[src/rtl/tbnr_pkg.sv]
// ----------------------------------------------------------------------------
// tbnr_pkg
// Shared types and constants of the text normalize and replace core.
// ----------------------------------------------------------------------------
package tbnr_pkg;

    localparam logic [1:0] CMD_TEXT = 2'd0;
    localparam logic [1:0] CMD_PAT  = 2'd1;
    localparam logic [1:0] CMD_REP  = 2'd2;
    localparam logic [1:0] CMD_RUN  = 2'd3;

    localparam logic [1:0] OP_COUNT   = 2'd0;
    localparam logic [1:0] OP_REVERSE = 2'd1;
    localparam logic [1:0] OP_REPLACE = 2'd2;

    localparam logic [7:0] CH_SPACE = 8'h20;
    localparam logic [7:0] CH_TAB   = 8'h09;
    localparam logic [7:0] CH_PAD   = 8'h2E;

    typedef struct packed {
        logic [1:0] command;
        logic [7:0] data_byte;
    } item_t;

    typedef struct packed {
        logic [7:0] out_byte;
        logic [5:0] num_words;
        logic       status;
        logic       last;
    } result_t;

    // Classified item as it waits in the queue.
    typedef struct packed {
        logic [1:0] command;
        logic       blank;
        logic [7:0] data_byte;
    } entry_t;

endpackage

[src/rtl/tbnr_front.sv]
// ----------------------------------------------------------------------------
// tbnr_front
// Accepts items, marks blanks and holds them in a two-entry queue.
// ----------------------------------------------------------------------------
module tbnr_front (
    input  logic            clk,
    input  logic            rst_n,
    input  logic            start,
    output logic            busy,
    input  tbnr_pkg::item_t item,
    input  logic            pop,
    output logic            avail,
    output tbnr_pkg::entry_t entry
);
    import tbnr_pkg::*;

    entry_t     q_reg [2];
    logic       wr_ptr_reg;
    logic       wr_ptr_next;
    logic       rd_ptr_reg;
    logic       rd_ptr_next;
    logic [1:0] cnt_reg;
    logic [1:0] cnt_next;
    logic       push;
    entry_t     new_entry;

    assign busy  = (cnt_reg == 2'd2);
    assign avail = (cnt_reg != 2'd0);
    assign push  = start && !busy;
    assign entry = q_reg[rd_ptr_reg];

    always_comb
    begin
        new_entry.command   = item.command;
        new_entry.data_byte = item.data_byte;
        new_entry.blank     = (item.data_byte == CH_SPACE) || (item.data_byte == CH_TAB);
        wr_ptr_next = push ? !wr_ptr_reg : wr_ptr_reg;
        rd_ptr_next = pop ? !rd_ptr_reg : rd_ptr_reg;
        cnt_next    = cnt_reg + {1'b0, push} - {1'b0, pop};
    end

    always_ff @(posedge clk or negedge rst_n)
    begin
        if (!rst_n)
        begin
            wr_ptr_reg <= 1'b0;
            rd_ptr_reg <= 1'b0;
            cnt_reg    <= 2'd0;
        end
        else
        begin
            wr_ptr_reg <= wr_ptr_next;
            rd_ptr_reg <= rd_ptr_next;
            cnt_reg    <= cnt_next;
        end
    end

    always_ff @(posedge clk)
    begin
        if (push)
        begin
            q_reg[wr_ptr_reg] <= new_entry;
        end
    end

endmodule

[src/rtl/tbnr_back.sv]
// ----------------------------------------------------------------------------
// tbnr_back
// Holds the stores, loads bytes and carries out the run and the emission.
// ----------------------------------------------------------------------------
module tbnr_back #(
    parameter int BUF_SIZE = 64,
    parameter int PAT_MAX  = 16
) (
    input  logic              clk,
    input  logic              rst_n,
    input  logic [1:0]        operation,
    input  logic              avail,
    input  tbnr_pkg::entry_t  entry,
    output logic              pop,
    output logic              result_valid,
    output tbnr_pkg::result_t result
);
    import tbnr_pkg::*;

    localparam int LW  = $clog2(BUF_SIZE + 1);
    localparam int AW  = $clog2(BUF_SIZE);
    localparam int PLW = $clog2(PAT_MAX + 1);
    localparam int PW  = (PAT_MAX > 1) ? $clog2(PAT_MAX) : 1;
    localparam int SW  = ((LW > PLW) ? LW : PLW) + 1;

    localparam logic [2:0] S_IDLE  = 3'd0;
    localparam logic [2:0] S_RTOP  = 3'd1;
    localparam logic [2:0] S_RCOPY = 3'd2;
    localparam logic [2:0] S_RCMP  = 3'd3;
    localparam logic [2:0] S_RREP  = 3'd4;
    localparam logic [2:0] S_EMIT  = 3'd5;

    localparam logic [LW-1:0] BUF_LEN  = LW'(BUF_SIZE);
    localparam logic [LW-1:0] BUF_LAST = LW'(BUF_SIZE - 1);
    localparam logic [SW-1:0] BUF_SUM  = SW'(BUF_SIZE);
    localparam logic [PLW-1:0] PAT_LEN = PLW'(PAT_MAX);

    logic [7:0] txt_mem [BUF_SIZE];
    logic [7:0] scr_mem [BUF_SIZE];
    logic [7:0] pat_reg [PAT_MAX];
    logic [7:0] rep_reg [PAT_MAX];

    logic [2:0]     state_reg, state_next;
    logic [LW-1:0]  txt_len_reg, txt_len_next;
    logic           last_sp_reg, last_sp_next;
    logic [LW-1:0]  words_reg, words_next;
    logic           ovf_reg, ovf_next;
    logic [PLW-1:0] pat_len_reg, pat_len_next;
    logic [PLW-1:0] rep_len_reg, rep_len_next;
    logic [LW-1:0]  j_reg, j_next;
    logic [LW-1:0]  n_reg, n_next;
    logic [LW-1:0]  len_reg, len_next;
    logic [LW-1:0]  k_reg, k_next;
    logic           src_reg, src_next;
    logic           rev_reg, rev_next;
    logic [5:0]     wc_reg, wc_next;
    logic           ov_reg, ov_next;
    logic           err_reg, err_next;
    logic           pad_reg, pad_next;
    logic           lst_reg, lst_next;

    logic [7:0]    txt_rd_reg;
    logic [7:0]    scr_rd_reg;
    logic [AW-1:0] txt_raddr;
    logic          txt_we;
    logic [7:0]    txt_wdata;
    logic          scr_we;
    logic [7:0]    scr_wdata;
    logic          pat_we;
    logic          rep_we;
    logic          app;
    logic [7:0]    app_byte;
    logic          clr;
    logic [SW-1:0] jp_sum;
    logic [SW-1:0] np_sum;
    logic [PW-1:0] kp;

    assign jp_sum = SW'(j_reg) + SW'(pat_len_reg);
    assign np_sum = SW'(n_reg) + SW'(pat_len_reg);
    assign kp     = k_reg[PW-1:0];

    always_comb
    begin
        state_next   = state_reg;
        txt_len_next = txt_len_reg;
        last_sp_next = last_sp_reg;
        words_next   = words_reg;
        ovf_next     = ovf_reg;
        pat_len_next = pat_len_reg;
        rep_len_next = rep_len_reg;
        j_next       = j_reg;
        n_next       = n_reg;
        len_next     = len_reg;
        k_next       = k_reg;
        src_next     = src_reg;
        rev_next     = rev_reg;
        wc_next      = wc_reg;
        ov_next      = 1'b0;
        err_next     = 1'b0;
        pad_next     = pad_reg;
        lst_next     = 1'b0;
        txt_raddr    = j_reg[AW-1:0];
        txt_we       = 1'b0;
        txt_wdata    = entry.data_byte;
        scr_we       = 1'b0;
        scr_wdata    = txt_rd_reg;
        pat_we       = 1'b0;
        rep_we       = 1'b0;
        app          = 1'b0;
        app_byte     = entry.data_byte;
        clr          = 1'b0;
        pop          = 1'b0;

        case (state_reg)
            S_IDLE:
            begin
                if (avail)
                begin
                    pop = 1'b1;
                    case (entry.command)
                        CMD_TEXT:
                        begin
                            if (!ovf_reg)
                            begin
                                if (entry.blank)
                                begin
                                    app      = (txt_len_reg != '0) && !last_sp_reg;
                                    app_byte = CH_SPACE;
                                end
                                else
                                begin
                                    app = 1'b1;
                                end
                            end
                        end
                        CMD_PAT:
                        begin
                            if (pat_len_reg < PAT_LEN)
                            begin
                                pat_we       = 1'b1;
                                pat_len_next = pat_len_reg + 1'b1;
                            end
                        end
                        CMD_REP:
                        begin
                            if (rep_len_reg < PAT_LEN)
                            begin
                                rep_we       = 1'b1;
                                rep_len_next = rep_len_reg + 1'b1;
                            end
                        end
                        default:
                        begin
                            if (ovf_reg)
                            begin
                                ov_next  = 1'b1;
                                err_next = 1'b1;
                                wc_next  = 6'd0;
                                clr      = 1'b1;
                            end
                            else
                            begin
                                // The trailing space, if any, is dropped here.
                                len_next = txt_len_reg - {{(LW-1){1'b0}}, last_sp_reg};
                                wc_next  = words_reg[5:0];
                                j_next   = '0;
                                n_next   = '0;
                                k_next   = '0;
                                if (operation == OP_REPLACE && pat_len_reg != '0)
                                begin
                                    src_next   = 1'b1;
                                    rev_next   = 1'b0;
                                    state_next = S_RTOP;
                                end
                                else
                                begin
                                    src_next   = 1'b0;
                                    rev_next   = (operation == OP_REVERSE);
                                    state_next = S_EMIT;
                                end
                            end
                        end
                    endcase
                end
            end
            S_RTOP:
            begin
                txt_raddr = j_reg[AW-1:0];
                if (j_reg >= len_reg || n_reg >= BUF_LEN)
                begin
                    len_next   = n_reg;
                    k_next     = '0;
                    state_next = S_EMIT;
                end
                else if (jp_sum <= SW'(len_reg) && np_sum <= BUF_SUM)
                begin
                    k_next     = '0;
                    state_next = S_RCMP;
                end
                else
                begin
                    state_next = S_RCOPY;
                end
            end
            S_RCOPY:
            begin
                scr_we     = 1'b1;
                scr_wdata  = txt_rd_reg;
                n_next     = n_reg + 1'b1;
                j_next     = j_reg + 1'b1;
                state_next = S_RTOP;
            end
            S_RCMP:
            begin
                if (txt_rd_reg != pat_reg[kp])
                begin
                    txt_raddr  = j_reg[AW-1:0];
                    state_next = S_RCOPY;
                end
                else if (SW'(k_reg) + SW'(1) == SW'(pat_len_reg))
                begin
                    k_next     = '0;
                    state_next = S_RREP;
                end
                else
                begin
                    k_next    = k_reg + 1'b1;
                    txt_raddr = AW'(j_reg + k_reg + 1'b1);
                end
            end
            S_RREP:
            begin
                if (SW'(k_reg) < SW'(rep_len_reg) && n_reg < BUF_LEN)
                begin
                    scr_we    = 1'b1;
                    scr_wdata = rep_reg[kp];
                    n_next    = n_reg + 1'b1;
                    k_next    = k_reg + 1'b1;
                end
                else
                begin
                    j_next     = LW'(jp_sum);
                    state_next = S_RTOP;
                end
            end
            S_EMIT:
            begin
                txt_raddr = rev_reg ? AW'(len_reg - 1'b1 - k_reg) : k_reg[AW-1:0];
                ov_next   = 1'b1;
                pad_next  = (k_reg >= len_reg);
                lst_next  = (k_reg == BUF_LAST);
                k_next    = k_reg + 1'b1;
                if (k_reg == BUF_LAST)
                begin
                    clr        = 1'b1;
                    state_next = S_IDLE;
                end
            end
            default:
            begin
                state_next = S_IDLE;
            end
        endcase

        if (app)
        begin
            txt_wdata = app_byte;
            if (txt_len_reg == BUF_LEN)
            begin
                ovf_next = 1'b1;
            end
            else
            begin
                txt_we       = 1'b1;
                txt_len_next = txt_len_reg + 1'b1;
                last_sp_next = (app_byte == CH_SPACE);
                if (app_byte != CH_SPACE && (txt_len_reg == '0 || last_sp_reg))
                begin
                    words_next = words_reg + 1'b1;
                end
            end
        end

        if (clr)
        begin
            txt_len_next = '0;
            last_sp_next = 1'b0;
            words_next   = '0;
            ovf_next     = 1'b0;
            pat_len_next = '0;
            rep_len_next = '0;
        end
    end

    always_ff @(posedge clk or negedge rst_n)
    begin
        if (!rst_n)
        begin
            state_reg   <= S_IDLE;
            txt_len_reg <= '0;
            last_sp_reg <= 1'b0;
            words_reg   <= '0;
            ovf_reg     <= 1'b0;
            pat_len_reg <= '0;
            rep_len_reg <= '0;
            ov_reg      <= 1'b0;
            err_reg     <= 1'b0;
            lst_reg     <= 1'b0;
        end
        else
        begin
            state_reg   <= state_next;
            txt_len_reg <= txt_len_next;
            last_sp_reg <= last_sp_next;
            words_reg   <= words_next;
            ovf_reg     <= ovf_next;
            pat_len_reg <= pat_len_next;
            rep_len_reg <= rep_len_next;
            ov_reg      <= ov_next;
            err_reg     <= err_next;
            lst_reg     <= lst_next;
        end
    end

    always_ff @(posedge clk)
    begin
        j_reg   <= j_next;
        n_reg   <= n_next;
        len_reg <= len_next;
        k_reg   <= k_next;
        src_reg <= src_next;
        rev_reg <= rev_next;
        wc_reg  <= wc_next;
        pad_reg <= pad_next;
        if (pat_we)
        begin
            pat_reg[pat_len_reg[PW-1:0]] <= entry.data_byte;
        end
        if (rep_we)
        begin
            rep_reg[rep_len_reg[PW-1:0]] <= entry.data_byte;
        end
    end

    always_ff @(posedge clk)
    begin
        if (txt_we)
        begin
            txt_mem[txt_len_reg[AW-1:0]] <= txt_wdata;
        end
        txt_rd_reg <= txt_mem[txt_raddr];
    end

    always_ff @(posedge clk)
    begin
        if (scr_we)
        begin
            scr_mem[n_reg[AW-1:0]] <= scr_wdata;
        end
        scr_rd_reg <= scr_mem[k_reg[AW-1:0]];
    end

    always_comb
    begin
        result_valid = ov_reg;
        if (err_reg)
        begin
            result.out_byte = 8'd0;
        end
        else if (pad_reg)
        begin
            result.out_byte = CH_PAD;
        end
        else
        begin
            result.out_byte = src_reg ? scr_rd_reg : txt_rd_reg;
        end
        result.num_words = wc_reg;
        result.status    = err_reg;
        result.last      = lst_reg || err_reg;
    end

`ifndef ASSERT_OFF
    a_len_bound: assert property (@(posedge clk) disable iff (!rst_n)
        txt_len_reg <= BUF_LEN)
        else $error("text length beyond buffer");

    a_last_idle: assert property (@(posedge clk) disable iff (!rst_n)
        (result_valid && result.last) |-> (state_reg == S_IDLE))
        else $error("last result while run still active");

    a_no_pop_busy: assert property (@(posedge clk) disable iff (!rst_n)
        (state_reg != S_IDLE) |-> !pop)
        else $error("queue popped during run");

    a_emit_strobe: assert property (@(posedge clk) disable iff (!rst_n)
        (state_reg == S_EMIT) |=> result_valid)
        else $error("emission cycle gave no result");
`endif

endmodule

[src/rtl/text_buffer_normalize_replace_core.sv]
// ----------------------------------------------------------------------------
// text_buffer_normalize_replace_core
// Whitespace-normalizing text buffer with word count, reverse and replace.
// ----------------------------------------------------------------------------
// Load items (text, pattern and replacement bytes) pass a two-entry queue and
// are absorbed at one per cycle, so start may be held high while busy is low.
// A run item is taken from the queue in the idle state, and no further item is
// taken while its walk or emission is in progress. With replace and a pattern
// loaded, a walk over the text comes first, through the single read port of the
// text memory: each text position has its byte fetched and, where the pattern
// fits, compared byte by byte with it; an unmatched byte is then copied to the
// scratch memory, a match writes the replacement bytes and skips the pattern, and a final check
// closes the walk. Results come out one per cycle, BUF_SIZE of them (one if
// the text overflowed), with result_valid high for exactly one cycle each; the
// receiver cannot stall them and must take every one.
module text_buffer_normalize_replace_core #(
    parameter int BUF_SIZE = 64,
    parameter int PAT_MAX  = 16
) (
    input  logic              clk,
    input  logic              rst_n,
    input  logic              start,
    output logic              busy,
    input  tbnr_pkg::item_t   item,
    output logic              result_valid,
    output tbnr_pkg::result_t result,
    input  logic              cfg_valid,
    output logic              cfg_ready,
    input  logic [1:0]        cfg_data
);
    import tbnr_pkg::*;

    logic [1:0] op_val_reg;
    logic [1:0] op_val_next;
    logic       pop;
    logic       avail;
    entry_t     entry;

    assign cfg_ready   = 1'b1;
    assign op_val_next = (cfg_valid && cfg_ready) ? cfg_data : op_val_reg;

    always_ff @(posedge clk or negedge rst_n)
    begin
        if (!rst_n)
        begin
            op_val_reg <= OP_COUNT;
        end
        else
        begin
            op_val_reg <= op_val_next;
        end
    end

    tbnr_front u_front (
        .clk   (clk),
        .rst_n (rst_n),
        .start (start),
        .busy  (busy),
        .item  (item),
        .pop   (pop),
        .avail (avail),
        .entry (entry)
    );

    tbnr_back #(
        .BUF_SIZE (BUF_SIZE),
        .PAT_MAX  (PAT_MAX)
    ) u_back (
        .clk          (clk),
        .rst_n        (rst_n),
        .operation    (op_val_reg),
        .avail        (avail),
        .entry        (entry),
        .pop          (pop),
        .result_valid (result_valid),
        .result       (result)
    );

endmodule

[config.mk]
export PLATFORM = sky130hd
export DESIGN_NAME = text_buffer_normalize_replace_core
export DESIGN_NICKNAME = d
export VERILOG_FILES = /design/src/rtl/tbnr_pkg.sv /design/src/rtl/tbnr_front.sv /design/src/rtl/tbnr_back.sv /design/src/rtl/text_buffer_normalize_replace_core.sv
export SDC_FILE = /design/constraint.sdc
export NUM_CORES = 2
export LEC_CHECK = 0
export BUFFER_PORTS_ARGS = -buffer_cell sky130_fd_sc_hd__clkbuf_2
export CAP_MARGIN = 25
export CORE_UTILIZATION = 50
export CTS_CLUSTER_SIZE = 28
export DETAILED_ROUTE_END_ITERATION = 7
export GPL_ROUTABILITY_DRIVEN = 0
export PLACE_DENSITY = 0.61
export SLEW_MARGIN = 30
export SYNTH_ARGS = -nofsm -noshare
export SYNTH_HDL_FRONTEND = slang
export SYNTH_HIERARCHICAL = 1
export SYNTH_SLANG_ARGS = --single-unit
[constraint.sdc]
create_clock -name clk -period 5.3 [get_ports clk]
set_clock_uncertainty 0.05 [all_clocks]
set_input_delay 0.53 -clock clk [delete_from_list [all_inputs] [get_ports clk]]
set_output_delay 0.53 -clock clk [all_outputs]
set_load 0.03 [all_outputs]
==> impl_results.md <==
* Pin slew with the least headroom to its limit at 1.05 ns
* Max Cap Viol at 0
* HP Class: input pin to flop
* Total die area at 117000 um^2
* Required @ worst endpoint at 5.93 ns
* CTS Buf Count at 145
* Clk slew on worst S/H paths at 0.06 ns
* Synth Instances at 3402
* Final instance area at 65000 um^2
* FMAX at 199 MHz
* Vias per cell at 6.10
* DR iter-0 viols at 3592
* Initial Utilization at 50.5%
* Post-Syn Nets at 3484
* IO Pins at 35
* Setup CP Type: flop to flop
* Max layer used: met4
* M1 wire length at 59600 um
* FF+latch count, synth at 1396
* Reg2reg end: u_back/txt_rd_reg[4]
* Post-synth EDFFs at 1339
* Die width at 342 um
* CTS root buffer: clkbuf_16
* Port buffer count at 33
* Clock buffer depth at 3
* End of the critical path: u_back/txt_rd_reg[4]
* Share of layout cells above drive strength 1 at 17.9%
* Lkg Pwr at 0.0215 uW
* Worst setup EP type: flop
* Period minus WS final at 5.03 ns
* Global-route wire length before repair at 208000 um
* # setup viols final at 0
* # DRC at 0
* Final antenna-violating net count at 0
* Status: completed
* Met2 wire length at 65800 um
* Worst setup SP type: flop
* Syn avg cell area at 17.0 um^2
* Worst VDD drop at 0.470 mV
* DP Wirelength at 89900 um
* CTS Sinks at 1396
* Worst reg-to-reg setup slack at 0.27 ns
* Final Max Slew Viols at 0
* CTS tree: yes
* Initial DRT Pass Iterations at 5
* Part of the cycle the worst path needs at 94.9%
* Sum Neg Setup Slack at 0 ns
* FILL cells at 8594
* Max FO, Critical Path at 15
* Mapped Area at 57700 um^2
* PwrDens at 602 nW/um^2
* Distinct cells, synth at 84
* Layout Area Growth over Synthesis at 12.6%
* Hold Vio Cnt, Final at 0
* Met3 Wirelength at 12000 um
* R2R cell count at 14
* Worst skew pair latency at 0.76 ns
* Routed WL at 141000 um
* # diodes at 0
* Share of the yosys chip area belonging to registers at 72.0%
* Vias in the first global route at 31300
* Ys Warns at 6
* CP arrival at 5.66 ns
* H-tree levels at 4
* Initial antenna violation count at 1
* Routed via count at 31500
* Core area at 114000 um^2
* RSZ-0062 raised after global routing: no
* Grt total ovfl at 0
* Largest net degree at the start of global routing at 118
* Placed Area at 60000 um^2
* DIE HEIGHT at 342 um
* Async set-reset flop share out of synthesis at 2.65%
* Wire per inst at 27.3 um
* Fin nets at 3614
* Tot GR Track Use at 24.3%
* Slew margin rel. at 28.5%
* Primary FF master, synth: edfxtp_1
* Row count at 124
-- routing by layer --
metal	vias to the layer above	global-route usage, %
met2	1369	37.6
li1	13700	-
met5	-	0
met4	0	6.98
met3	204	5.42
met1	16300	34.9
-- through the flow --
stage	hold slack, ns	setup slack (ns)	power [uW]	utilization [%]	cells
after global routing	0.0802	0.0550	40700	56.8	5158
after detailed placement	0.450	0.165	29000	52.5	4881
final	0.0858	0.271	39100	56.8	5158
after floorplan	0.184	1.15	24100	-	3402
after CTS	0.0339	0.137	39300	56.8	5157
after global placement	0.430	0.184	28800	52.4	4881
-- repair_timing --
action / CTS / global route
hold buffers: 15 / 0
endpoints found under the hold margin: 59 / 0
setup endpoints to repair: 0 / 8
resized for setup: 0 / 3
buffers inserted: 0 / 1
-- cells in the final DEF, fill, tap and decap left out, types with 37 or more instances in the layout --
master,count
edfxtp_1,1339
nand2_1,266
nor2_1,237
mux4_2,215
mux2i_1,205
clkbuf_16,149
buf_4,114
nand3_1,69
inv_1,67
ha_1,62
a21oi_1,59
xnor2_1,48
nor3_1,43
nand4_1,40
dfrtp_1,37
-- how the worst min path moves through the flow --
stage | start | end | slack [ns] | cells after the start
6_report | start | u_front/wr_ptr_reg | 0.09 | 3
2_1_floorplan | rst_n | op_val_reg[0] | 0.18 | 0
3_3_place_gp | u_front/wr_ptr_reg | u_front/wr_ptr_reg | 0.43 | 1
4_1_cts | start | u_front/wr_ptr_reg | 0.03 | 3
5_1_grt | start | u_front/wr_ptr_reg | 0.08 | 3
3_5_place_dp | u_front/wr_ptr_reg | u_front/wr_ptr_reg | 0.45 | 1
-- kinds of logic (layout without fill, tap and decap cells) --
| family | Yosys count | after routing | share of synthesized area, % |
|---|---|---|---|
| other | 1 | 1 | 0.00650 |
| and+or+nand+nor | 801 | 801 | 6.34 |
| DFF | 1396 | 1396 | 72.0 |
| buffers and inverters | 262 | 506 | 2.03 |
| xor gates and xnor gates | 75 | 75 | 1.14 |
| AOI/OAI and AO/OA | 347 | 347 | 4.32 |
| muxes | 454 | 454 | 12.7 |
| adders and majority gates | 66 | 66 | 1.48 |
-- synth_stat cells, drive strengths merged, types with 35 or more instances --
cell / number / share of area (%)
nand3: 69 / 0.60
dfrtp: 37 / 1.6
mux4: 218 / 8.5
ha: 62 / 1.3
o21ai: 41 / 0.36
nand4: 40 / 0.43
a211oi: 35 / 0.54
xnor2: 48 / 0.73
a21oi: 59 / 0.51
nand2: 267 / 1.7
mux2i: 206 / 3.6
buf: 80 / 0.85
clkbuf: 112 / 0.73
inv: 68 / 0.44
edfxtp: 1339 / 70
nor3: 43 / 0.37
nor2: 244 / 1.6
-- final cells by class --
type,count,area (um^2),area share (%)
flip-flops and latches,1396,41500,64.0
multi-input cells,1744,15100,23.2
clock buffers,184,3900,6.00
well taps,1512,1890,2.91
repair buffers,175,1410,2.17
clock inverters,77,885,1.36
inverters,70,263,0.405
-- report_power, final --
part	switching, uW	internal, uW	leakage [uW]
clock	4170	6050	0.00232
sequential	697	14000	0.0127
combinational	9030	5150	0.00648
total	13900	25200	0.0215
-- critical path, cell delays in order (launching register included) --
cell and delay, ns:
dfxtp_4 0.52, buf_6 0.23, mux4_2 0.51, mux2i_1 0.20, xor2_1 0.17, nand3_1 0.16
o31a_1 0.20, or4_1 0.64, buf_4 0.26, a2111oi_0 0.91, a211oi_1 0.11, a311oi_1 0.36
o21ai_0 0.16, o2111a_1 0.23, a211oi_2 0.22
No activity file was read; power rests on OpenSTA's default activity.
